$ cat config.mk
export PLATFORM = sky130hd
export DESIGN_NAME = counter_priority_task_scheduler_unit
export DESIGN_NICKNAME = d
export VERILOG_FILES = /design/src/sv/cpts_pkg.sv /design/src/sv/counter_priority_task_scheduler_unit.sv /design/src/sv/cpts_front.sv /design/src/sv/cpts_engine.sv
export SDC_FILE = /design/constraint.sdc
export NUM_CORES = 2
export LEC_CHECK = 0
export ABC_AREA = 1
export BUFFER_PORTS_ARGS = -buffer_cell sky130_fd_sc_hd__buf_2
export CAP_MARGIN = 20
export CORE_UTILIZATION = 55
export DETAILED_ROUTE_END_ITERATION = 16
export HOLD_SLACK_MARGIN = 0.02
export PLACE_DENSITY_LB_ADDON = 0.1
export SYNTH_ARGS = -nofsm -noshare
export SYNTH_HDL_FRONTEND = slang
export SYNTH_HIERARCHICAL = 1
export SYNTH_SLANG_ARGS = --single-unit
$ cat constraint.sdc
create_clock -name i_clk -period 16.5 [get_ports i_clk]
set_input_delay 3.3 -clock i_clk [delete_from_list [all_inputs] [get_ports i_clk]]
set_output_delay 3.3 -clock i_clk [all_outputs]
set_load 0.01 [all_outputs]
$ cat src/sv/cpts_pkg.sv
// Shared types and codes for the counter/priority task scheduler.
package cpts_pkg;

    // Function codes as they arrive on the input tuser
    localparam logic [2:0] FN_TICK  = 3'd0;
    localparam logic [2:0] FN_LOAD  = 3'd1;
    localparam logic [2:0] FN_PDIS  = 3'd2;
    localparam logic [2:0] FN_PEN   = 3'd3;
    localparam logic [2:0] FN_SCHED = 3'd4;

    // Decoded operation handed from the front to the engine
    typedef enum logic [2:0] {
        OP_TICK,
        OP_LOAD,
        OP_PDIS,
        OP_PEN,
        OP_SCHED,
        OP_NOP
    } t_op;

    typedef struct packed {
        t_op        op;
        logic [5:0] slot;
        logic [7:0] base;
        logic [7:0] extra;
        logic [7:0] slice;
    } t_item;

    // One task table entry as stored in memory
    typedef struct packed {
        logic [7:0] depth;
        logic [7:0] extra;
        logic [7:0] base;
        logic [7:0] cnt;
    } t_entry;

    // Result word, running_task in the lowest bits
    typedef struct packed {
        logic       load_error;
        logic       stalled;
        logic       scheduled;
        logic       switched;
        logic [5:0] running_task;
    } t_result;

endpackage

$ cat src/sv/counter_priority_task_scheduler_unit.sv
// Top level of the counter/priority task scheduler.
// Usage:
//   s_axis carries one command word per beat: tuser holds the function
//   (tick, load, preempt disable/enable, schedule), tdata the load fields.
//   m_axis returns one result word per command: running task and the
//   switched / scheduled / stalled / load_error flags.
//   i_cfg_we / i_cfg_wdata write the selection mode (0 counter only,
//   1 added priority then counter); write only while the block is idle.
// Sequencing:
//   Load and unused codes finish from the idle state; preempt and tick pass
//   through a read-modify-write state. A selection scans entries n-1..1
//   through the single table read port, with a recharge pass and rescan when
//   no count is left. A tick that reschedules first writes its counter update.
//   One command is executed at a time; a two-word queue keeps taking input.
// Reset: table reads as zero, one task (idle) present, task 0 current,
//   counter-only mode. No clearing pass is needed.
// Stall: a waiting result is held on m_axis until taken; the engine starts
//   the next queued command only after its result has left.
module counter_priority_task_scheduler_unit
    import cpts_pkg::*;
#(
    parameter int MAX_TASKS = 64
) (
    input  logic        i_clk,
    input  logic        i_rst_n,
    input  logic        i_cfg_we,
    input  logic        i_cfg_wdata,
    input  logic        s_axis_tvalid,
    output logic        s_axis_tready,
    input  logic [31:0] s_axis_tdata,   // slot[5:0], base[13:6], extra[21:14], slice[29:22]
    input  logic [2:0]  s_axis_tuser,   // func[2:0]
    output logic        m_axis_tvalid,
    input  logic        m_axis_tready,
    output logic [15:0] m_axis_tdata    // running_task[5:0], switched[6], scheduled[7],
                                        // stalled[8], load_error[9]
);

    logic    r_mode;
    logic    item_vld;
    t_item   item;
    logic    item_pop;
    t_result result;

    // Mode register
    always_ff @(posedge i_clk) begin
        if (!i_rst_n) begin
            r_mode <= 1'b0;
        end else if (i_cfg_we) begin
            r_mode <= i_cfg_wdata;
        end
    end

    cpts_front u_front (
        .i_clk         (i_clk),
        .i_rst_n       (i_rst_n),
        .s_axis_tvalid (s_axis_tvalid),
        .s_axis_tready (s_axis_tready),
        .s_axis_tdata  (s_axis_tdata),
        .s_axis_tuser  (s_axis_tuser),
        .o_item_vld    (item_vld),
        .o_item        (item),
        .i_item_pop    (item_pop)
    );

    cpts_engine #(
        .MAX_TASKS (MAX_TASKS)
    ) u_engine (
        .i_clk      (i_clk),
        .i_rst_n    (i_rst_n),
        .i_mode     (r_mode),
        .i_item_vld (item_vld),
        .i_item     (item),
        .o_item_pop (item_pop),
        .o_tvalid   (m_axis_tvalid),
        .i_tready   (m_axis_tready),
        .o_result   (result)
    );

    assign m_axis_tdata = {6'd0, result};

endmodule

$ cat src/sv/cpts_front.sv
// Input side: accepts words, decodes the function code, queues decoded items.
module cpts_front
    import cpts_pkg::*;
(
    input  logic        i_clk,
    input  logic        i_rst_n,
    input  logic        s_axis_tvalid,
    output logic        s_axis_tready,
    input  logic [31:0] s_axis_tdata,   // slot[5:0], base[13:6], extra[21:14], slice[29:22]
    input  logic [2:0]  s_axis_tuser,   // func[2:0]
    output logic        o_item_vld,
    output t_item       o_item,
    input  logic        i_item_pop
);

    t_item      r_q [2];
    logic       r_wp;
    logic       r_rp;
    logic [1:0] r_cnt;
    t_item      in_item;
    logic       push;

    // Decode the function code
    always_comb begin
        unique case (s_axis_tuser)
            FN_TICK:  in_item.op = OP_TICK;
            FN_LOAD:  in_item.op = OP_LOAD;
            FN_PDIS:  in_item.op = OP_PDIS;
            FN_PEN:   in_item.op = OP_PEN;
            FN_SCHED: in_item.op = OP_SCHED;
            default:  in_item.op = OP_NOP;
        endcase
        in_item.slot  = s_axis_tdata[5:0];
        in_item.base  = s_axis_tdata[13:6];
        in_item.extra = s_axis_tdata[21:14];
        in_item.slice = s_axis_tdata[29:22];
    end

    assign s_axis_tready = (r_cnt != 2'd2);
    assign push          = s_axis_tvalid && s_axis_tready;
    assign o_item_vld    = (r_cnt != 2'd0);
    assign o_item        = r_q[r_rp];

    // Two-entry queue payload
    always_ff @(posedge i_clk) begin
        if (push) begin
            r_q[r_wp] <= in_item;
        end
    end

    // Queue pointers
    always_ff @(posedge i_clk) begin
        if (!i_rst_n) begin
            r_wp  <= 1'b0;
            r_rp  <= 1'b0;
            r_cnt <= 2'd0;
        end else begin
            if (push) begin
                r_wp <= ~r_wp;
            end
            if (i_item_pop) begin
                r_rp <= ~r_rp;
            end
            r_cnt <= r_cnt + 2'(push) - 2'(i_item_pop);
        end
    end

endmodule

$ cat src/sv/cpts_engine.sv
// Back side: task table memory, scan/recharge sequencer and result register.
module cpts_engine
    import cpts_pkg::*;
#(
    parameter int MAX_TASKS = 64
) (
    input  logic    i_clk,
    input  logic    i_rst_n,
    input  logic    i_mode,
    input  logic    i_item_vld,
    input  t_item   i_item,
    output logic    o_item_pop,
    output logic    o_tvalid,
    input  logic    i_tready,
    output t_result o_result
);

    localparam int AW = (MAX_TASKS > 1) ? $clog2(MAX_TASKS) : 1;
    localparam int CW = $clog2(MAX_TASKS + 1);

    localparam logic [2:0] S_IDLE = 3'd0;
    localparam logic [2:0] S_RMW  = 3'd1;
    localparam logic [2:0] S_SCAN = 3'd2;
    localparam logic [2:0] S_RECH = 3'd3;

    t_entry               mem [MAX_TASKS];
    logic [MAX_TASKS-1:0] r_vld;
    t_entry               r_rd_data;
    logic                 r_rd_vld;

    logic [2:0]    r_state;
    t_op           r_op;
    logic [AW-1:0] r_cur;
    logic [AW-1:0] r_prev;
    logic [CW-1:0] r_tcount;
    logic [AW-1:0] r_idx;
    logic          r_issue;
    logic          r_pv;
    logic [AW-1:0] r_pidx;
    logic          r_have;
    logic [7:0]    r_bcnt;
    logic [7:0]    r_bpri;
    logic [AW-1:0] r_bidx;
    logic          r_recharged;
    logic          r_out_vld;
    t_result       r_out;

    logic [AW-1:0] rd_addr;
    logic          we;
    logic [AW-1:0] wa;
    t_entry        wd;
    t_entry        ent;
    t_entry        rmw_ent;
    logic          start;
    logic          lerr;
    logic [AW-1:0] last_idx;
    logic [8:0]    rech_sum;
    logic          take;
    logic          tie;
    logic          tick_sched;

    assign ent      = r_rd_vld ? r_rd_data : '0;
    assign start    = (r_state == S_IDLE) && i_item_vld && !r_out_vld;
    assign last_idx = AW'(CW'(r_tcount - CW'(1)));
    assign lerr     = (7'(i_item.slot) > 7'(r_tcount)) ||
                      (7'(i_item.slot) >= 7'(MAX_TASKS));
    assign rech_sum = 9'(ent.cnt >> 1) + 9'(ent.base);

    // Read-modify-write of the current entry
    always_comb begin
        rmw_ent = ent;
        case (r_op)
            OP_TICK: rmw_ent.cnt   = (ent.cnt == 8'd0) ? 8'd0 : ent.cnt - 8'd1;
            OP_PDIS: rmw_ent.depth = (ent.depth == 8'hff) ? 8'hff : ent.depth + 8'd1;
            OP_PEN:  rmw_ent.depth = (ent.depth == 8'd0) ? 8'd0 : ent.depth - 8'd1;
            default: rmw_ent = ent;
        endcase
        tick_sched = i_mode || (rmw_ent.cnt == 8'd0 && rmw_ent.depth == 8'd0);
    end

    // Selection compare for the entry coming out of memory
    always_comb begin
        if (i_mode) begin
            take = (ent.cnt != 8'd0) && (!r_have || ent.extra > r_bpri);
            tie  = r_have && (ent.extra == r_bpri) && (ent.cnt > r_bcnt);
        end else begin
            take = !r_have || (ent.cnt > r_bcnt);
            tie  = 1'b0;
        end
    end

    // Memory port control
    always_comb begin
        rd_addr    = r_idx;
        we         = 1'b0;
        wa         = r_pidx;
        wd         = ent;
        o_item_pop = 1'b0;
        unique case (r_state)
            S_IDLE: begin
                rd_addr = r_cur;
                if (start) begin
                    o_item_pop = 1'b1;
                    if (i_item.op == OP_LOAD && !lerr) begin
                        we = 1'b1;
                        wa = i_item.slot[AW-1:0];
                        wd = '{depth: 8'd0, extra: i_item.extra,
                               base: i_item.base, cnt: i_item.slice};
                    end
                end
            end
            S_RMW: begin
                we = 1'b1;
                wa = r_cur;
                wd = rmw_ent;
            end
            S_SCAN: begin
                rd_addr = r_idx;
            end
            S_RECH: begin
                we     = r_pv;
                wd     = ent;
                wd.cnt = rech_sum[8] ? 8'hff : rech_sum[7:0];
            end
            default: begin
                rd_addr = r_idx;
            end
        endcase
    end

    // Task table storage
    always_ff @(posedge i_clk) begin
        if (we) begin
            mem[wa] <= wd;
        end
        r_rd_data <= mem[rd_addr];
        r_rd_vld  <= r_vld[rd_addr] || (we && wa == rd_addr);
    end

    // Written-entry marks; unwritten entries read as zero
    always_ff @(posedge i_clk) begin
        if (!i_rst_n) begin
            r_vld <= '0;
        end else if (we) begin
            r_vld[wa] <= 1'b1;
        end
    end

    // Sequencer
    always_ff @(posedge i_clk) begin
        if (!i_rst_n) begin
            r_state     <= S_IDLE;
            r_cur       <= '0;
            r_tcount    <= CW'(1);
            r_out_vld   <= 1'b0;
            r_issue     <= 1'b0;
            r_pv        <= 1'b0;
            r_have      <= 1'b0;
            r_recharged <= 1'b0;
        end else begin
            if (r_out_vld && i_tready) begin
                r_out_vld <= 1'b0;
            end
            unique case (r_state)
                S_IDLE: begin
                    if (start) begin
                        r_op   <= i_item.op;
                        r_prev <= r_cur;
                        case (i_item.op)
                            OP_LOAD: begin
                                if (!lerr && 7'(i_item.slot) == 7'(r_tcount)) begin
                                    r_tcount <= r_tcount + CW'(1);
                                end
                                r_out_vld <= 1'b1;
                                r_out     <= '{load_error: lerr, stalled: 1'b0,
                                               scheduled: 1'b0, switched: 1'b0,
                                               running_task: 6'(r_cur)};
                            end
                            OP_TICK, OP_PDIS, OP_PEN: begin
                                r_state <= S_RMW;
                            end
                            OP_SCHED: begin
                                r_state     <= S_SCAN;
                                r_idx       <= last_idx;
                                r_issue     <= (r_tcount > CW'(1));
                                r_pv        <= 1'b0;
                                r_have      <= 1'b0;
                                r_recharged <= 1'b0;
                            end
                            default: begin
                                r_out_vld <= 1'b1;
                                r_out     <= '{load_error: 1'b0, stalled: 1'b0,
                                               scheduled: 1'b0, switched: 1'b0,
                                               running_task: 6'(r_cur)};
                            end
                        endcase
                    end
                end
                S_RMW: begin
                    if (r_op == OP_TICK && tick_sched) begin
                        r_state     <= S_SCAN;
                        r_idx       <= last_idx;
                        r_issue     <= (r_tcount > CW'(1));
                        r_pv        <= 1'b0;
                        r_have      <= 1'b0;
                        r_recharged <= 1'b0;
                    end else begin
                        r_state   <= S_IDLE;
                        r_out_vld <= 1'b1;
                        r_out     <= '{load_error: 1'b0, stalled: 1'b0,
                                       scheduled: 1'b0, switched: 1'b0,
                                       running_task: 6'(r_cur)};
                    end
                end
                S_SCAN: begin
                    // issue one read a cycle, high index first
                    if (r_issue) begin
                        r_pidx <= r_idx;
                        r_pv   <= 1'b1;
                        if (r_idx == AW'(1)) begin
                            r_issue <= 1'b0;
                        end else begin
                            r_idx <= r_idx - AW'(1);
                        end
                    end else begin
                        r_pv <= 1'b0;
                    end
                    if (r_pv) begin
                        if (take) begin
                            r_have <= 1'b1;
                            r_bcnt <= ent.cnt;
                            r_bpri <= ent.extra;
                            r_bidx <= r_pidx;
                        end else if (tie) begin
                            r_bcnt <= ent.cnt;
                            r_bidx <= r_pidx;
                        end
                    end
                    if (!r_issue && !r_pv) begin
                        if (r_have && r_bcnt != 8'd0) begin
                            r_state   <= S_IDLE;
                            r_cur     <= r_bidx;
                            r_out_vld <= 1'b1;
                            r_out     <= '{load_error: 1'b0, stalled: 1'b0,
                                           scheduled: 1'b1,
                                           switched: (r_bidx != r_prev),
                                           running_task: 6'(r_bidx)};
                        end else if (!r_recharged) begin
                            r_state <= S_RECH;
                            r_idx   <= '0;
                            r_issue <= 1'b1;
                            r_pv    <= 1'b0;
                        end else begin
                            r_state   <= S_IDLE;
                            r_cur     <= '0;
                            r_out_vld <= 1'b1;
                            r_out     <= '{load_error: 1'b0, stalled: 1'b1,
                                           scheduled: 1'b1,
                                           switched: (r_prev != '0),
                                           running_task: 6'd0};
                        end
                    end
                end
                S_RECH: begin
                    // read entry i, write it back recharged when its data arrives
                    if (r_issue) begin
                        r_pidx <= r_idx;
                        r_pv   <= 1'b1;
                        if (r_idx == last_idx) begin
                            r_issue <= 1'b0;
                        end else begin
                            r_idx <= r_idx + AW'(1);
                        end
                    end else begin
                        r_pv <= 1'b0;
                    end
                    if (!r_issue && !r_pv) begin
                        r_state     <= S_SCAN;
                        r_idx       <= last_idx;
                        r_issue     <= (r_tcount > CW'(1));
                        r_have      <= 1'b0;
                        r_recharged <= 1'b1;
                    end
                end
                default: begin
                    r_state <= S_IDLE;
                end
            endcase
        end
    end

    assign o_tvalid = r_out_vld;
    assign o_result = r_out;

endmodule

==> metrics.md <==
| Metric | Value |
|---|---|
| Top_reg_cell synth | edfxtp_1 |
| Leak | about 34 nW |
| Crit path cell chain | inv_1, ha_1, buf_4, nand2_1, nand2_8, buf_4, buf_4, buf_4, buf_4, o21ai_0, o22ai_1, o21ai_0, o221ai_1, o211ai_1, nand2_1 |
| Area of the mapped netlist | between 90,000 and 100,000 um2 |
| Post-CTS Resized | 0 |
| Largest net degree at the start of global routing | 200 |
| Final hold violations | 0 |
| Global-route wire length before repair | ~370,000 um |
| Total GRT Usage | around 30% |
| Vias in the first global route | about 57k |
| Setup WS post-layout | just over 10,000 ps |
| Synth Warn # | 6 |
| Largest family of logic cells by synthesized area | compound AO/OA/AOI/OAI gates |
| Reg area | ~68,000 um2 |
| Max Transition Viols Final | 0 |
| Final net count | 7,388 |
| Fin crit period | between 6000 and 7000 ps |
| Finish-stage setup viols | 0 |
| Clk_lat worst skew | between 800 and 900 ps |
| Routed Antenna Nets | 0 |
| Clock-pin slew on the worst setup and hold paths | 60 ps |
| Final period util | a little under two fifths |
| Row cnt | ~150 |
| Fill cell count | between 10k and 15k |
| Post-DP Area | ~95,000 um2 |
| Drt pass-1 iters | 6 |
| Vias per inst | approximately 6.2 |
| Crit-path max FO | between 80 and 90 |
| Iteration-0 DRC Markers | 7,121 |
| RSZ-0062 raised after global routing | false |
| Aggregate routed wire length | ~260,000 um |
| Synth Area in Compound Gates | between 10% and 20% |
| Total power | 16.7 mW |
| Post-Synth Adder-Cell Area | 0.618% |
| DR vias | ~60k |
| Hold buffer count at CTS | 0 |
| Fin Setup TNS | 0 ps |
| Ports | between 50 and 60 |
| CTS Buf Count | 224 |
| Worst Skew | between 30 and 40 ps |
| FMAX | about 160 MHz |
| Mux share of post-synthesis cell area | less than 1% |
| Post-synth EDFFs | 2,167 |
| Clock Root Buffer | clkbuf_16 |
| CP bufs+invs | 6 |
| DRC Markers | 0 |
| Clock Path Buffers | 3 |
| Post-Layout Cell Count | 9,676 |
| Worst-Margin Slew | about 1100 ps |
| WHS | 457 ps |
| Core box area | between 150,000 and 200,000 um2 |
| Xor-xnor portion of the synthesized cell area | less than 1% |
| Yosys reg bits | 2,290 |
| H-tree depth | 4 |
| Initial core utilization | between 50% and 60% |
| Routability-driven placement congestion ratio | approximately 0.91 |
| Height of the die | approximately 400 um |
| WP data required | 17,270 ps |
| Cells after Synth | between 7k and 8k |
| CP Launch Type | flip-flop |
| Sequential fraction of the synthesis area | between 70% and 80% |
| Slew headroom | 23.4% |
| Final Instance Area | around 100,000 um2 |
| Post-Synth Simple-Gate Area | 8.55% |
| Asr flop ratio synth | 0% |
| Endpoint class of the critical path | flip-flop |
| Average size of a mapped cell | 12.5 um2 |
| Power density over the cells | around 160 nW/um2 |
| Worst path most repeated cell | buf_4 |
| VDD IR max | between 0.0001 and 0.00015 V |
| Die extent in x | between 400 and 500 um |
| Area growth from synthesis to layout | 10.6% |
| Layout cells sized above 1 | a little under a tenth |
| Slowest stage delay, CP | between 700 and 800 ps |
| TritonCTS Sinks | 2,290 |
| Outcome | finished clean |
| Global route total overflow | 0 |
| Initial antenna violation count | 3 |
| DP HPWL | ~130,000 um |
| Die ar. | 169,000 um2 |
| Routed len/inst | 26.5 um |
| Slowest cell on crit path | buf_4 |
| Max cap viols | 0 |
| Crit Path Class | reg2reg |
| IO buf count | 50 |
| Multi-input logic area | around 22,000 um2 |
| CTS tree | done |
| Core Util, Final | around three fifths |
| DP Cell Count | roughly 9.3k |
| CP top delay family | buffers and inverters |
| Type of the worst min-delay path | reg2reg |
| Dpl ws | approximately 10,000 ps |
| Yosys cell types | 57 |
| Crit path DAT | 6900 ps |
| Post CTS Setup Buffer Count | 0 |
==> state kept, by name, indices dropped and copies added, names as in the netlist, 2 cells and up, named ones only <==
signal	flops
u_front/r_cnt	2
u_engine/o_result	10
u_engine/mem	2048
u_engine/r_pidx	6
u_engine/r_bcnt	8
u_engine/r_op	3
u_engine/r_rd_data	32
u_engine/r_bidx	6
u_engine/r_state	2
u_engine/r_prev	6
u_engine/r_cur	6
u_engine/r_vld	64
u_front/r_q	66
u_engine/r_idx	6
u_engine/r_tcount	7
u_engine/r_bpri	8
==> synth_stat cells, types with 13 or more instances <==
cell / n / share of area, %
edfxtp_1: 2167 / 70
nor2_1: 1425 / 5.8
o21ai_0: 1344 / 7.3
o22ai_1: 590 / 4.0
clkbuf_1: 366 / 1.5
nand2_1: 350 / 1.4
inv_1: 209 / 0.85
dfxtp_1: 123 / 2.7
nand3_1: 106 / 0.57
a21oi_1: 104 / 0.56
buf_2: 90 / 0.49
o211ai_1: 88 / 0.72
o221ai_1: 68 / 0.65
ha_1: 44 / 0.60
inv_2: 40 / 0.16
mux2_4: 30 / 0.49
buf_1: 20 / 0.081
o21ai_1: 20 / 0.11
xor2_1: 19 / 0.18
nand4_1: 16 / 0.11
nor2_4: 14 / 0.17
buf_4: 13 / 0.11
==> report_power, final <==
group | switching [mW] | internal [mW] | total (mW)
Combinational | 3.52 | 1.13 | 4.64
Sequential | 0.0793 | 7.10 | 7.18
Clock | 2.09 | 2.83 | 4.92
Total | 5.69 | 11.1 | 16.7
==> cell families after synthesis <==
group / count (synthesis)
DFF: 2290
adders and majority gates: 45
other: 1
muxes: 33
buffers and inverters: 745
and+or+nand+nor: 1972
AOI/OAI and AO/OA: 2246
xor gates and xnor gates: 27
==> per-layer routing <==
metal / routed length (um) / part of all wire, % / vias to the layer above / GRT usage, %
met3: 23000 / 9.0 / 487 / 5.14
met4: 11100 / 4.3 / 4 / 12.5
li1: - / - / 27000 / -
met2: 117000 / 46 / 2685 / 46.8
met1: 105000 / 41 / 30000 / 42.0
met5: 25 / 0.0097 / - / 0
==> worst paths after layout <==
check,startpoint,endpoint,slack [ps],depth (start not counted)
hold / removal,u_engine/r_vld[51],u_engine/r_vld[51],460,2
setup / recovery,u_engine/r_state[0],u_engine/r_rd_data[14],10370,15
hold reg to reg,u_engine/r_vld[51],u_engine/r_vld[51],460,2
setup reg to reg,u_engine/r_state[0],u_engine/r_rd_data[14],10370,15
==> worst register-to-register path, cell delays in order, from the launching register on <==
cell and delay, ps:
dfxtp_1 340, inv_1 80, ha_1 180, buf_4 410, nand2_1 240, nand2_8 320
buf_4 620, buf_4 850, buf_4 720, buf_4 710, o21ai_0 180, o22ai_1 180
o21ai_0 110, o221ai_1 440, o211ai_1 510, nand2_1 190
==> final cells by class <==
type                            count  share of cell area (%)
Antenna cell                        2                 0.00490
Clock buffer                      300                    6.03
Clock inverter                    109                   0.874
Inverter                          251                   0.951
Multi-Input combinational cell   4329                    21.7
Sequential cell                  2290                    66.2
Tap cell                         2189                    2.68
Timing Repair Buffer              206                    1.58
==> placed cells by master (no fill, tap or decap), types with 102 or more instances in the layout <==
| cell | instances |
|---|---|
| inv_1 | 169 |
| buf_4 | 142 |
| nor2_1 | 1423 |
| a21oi_1 | 102 |
| nand2_1 | 350 |
| o21ai_0 | 1331 |
| o22ai_1 | 583 |
| nand3_1 | 105 |
| clkbuf_16 | 232 |
| edfxtp_1 | 2167 |
| dfxtp_1 | 122 |
Note: power is estimated with default switching activity, not from simulation.
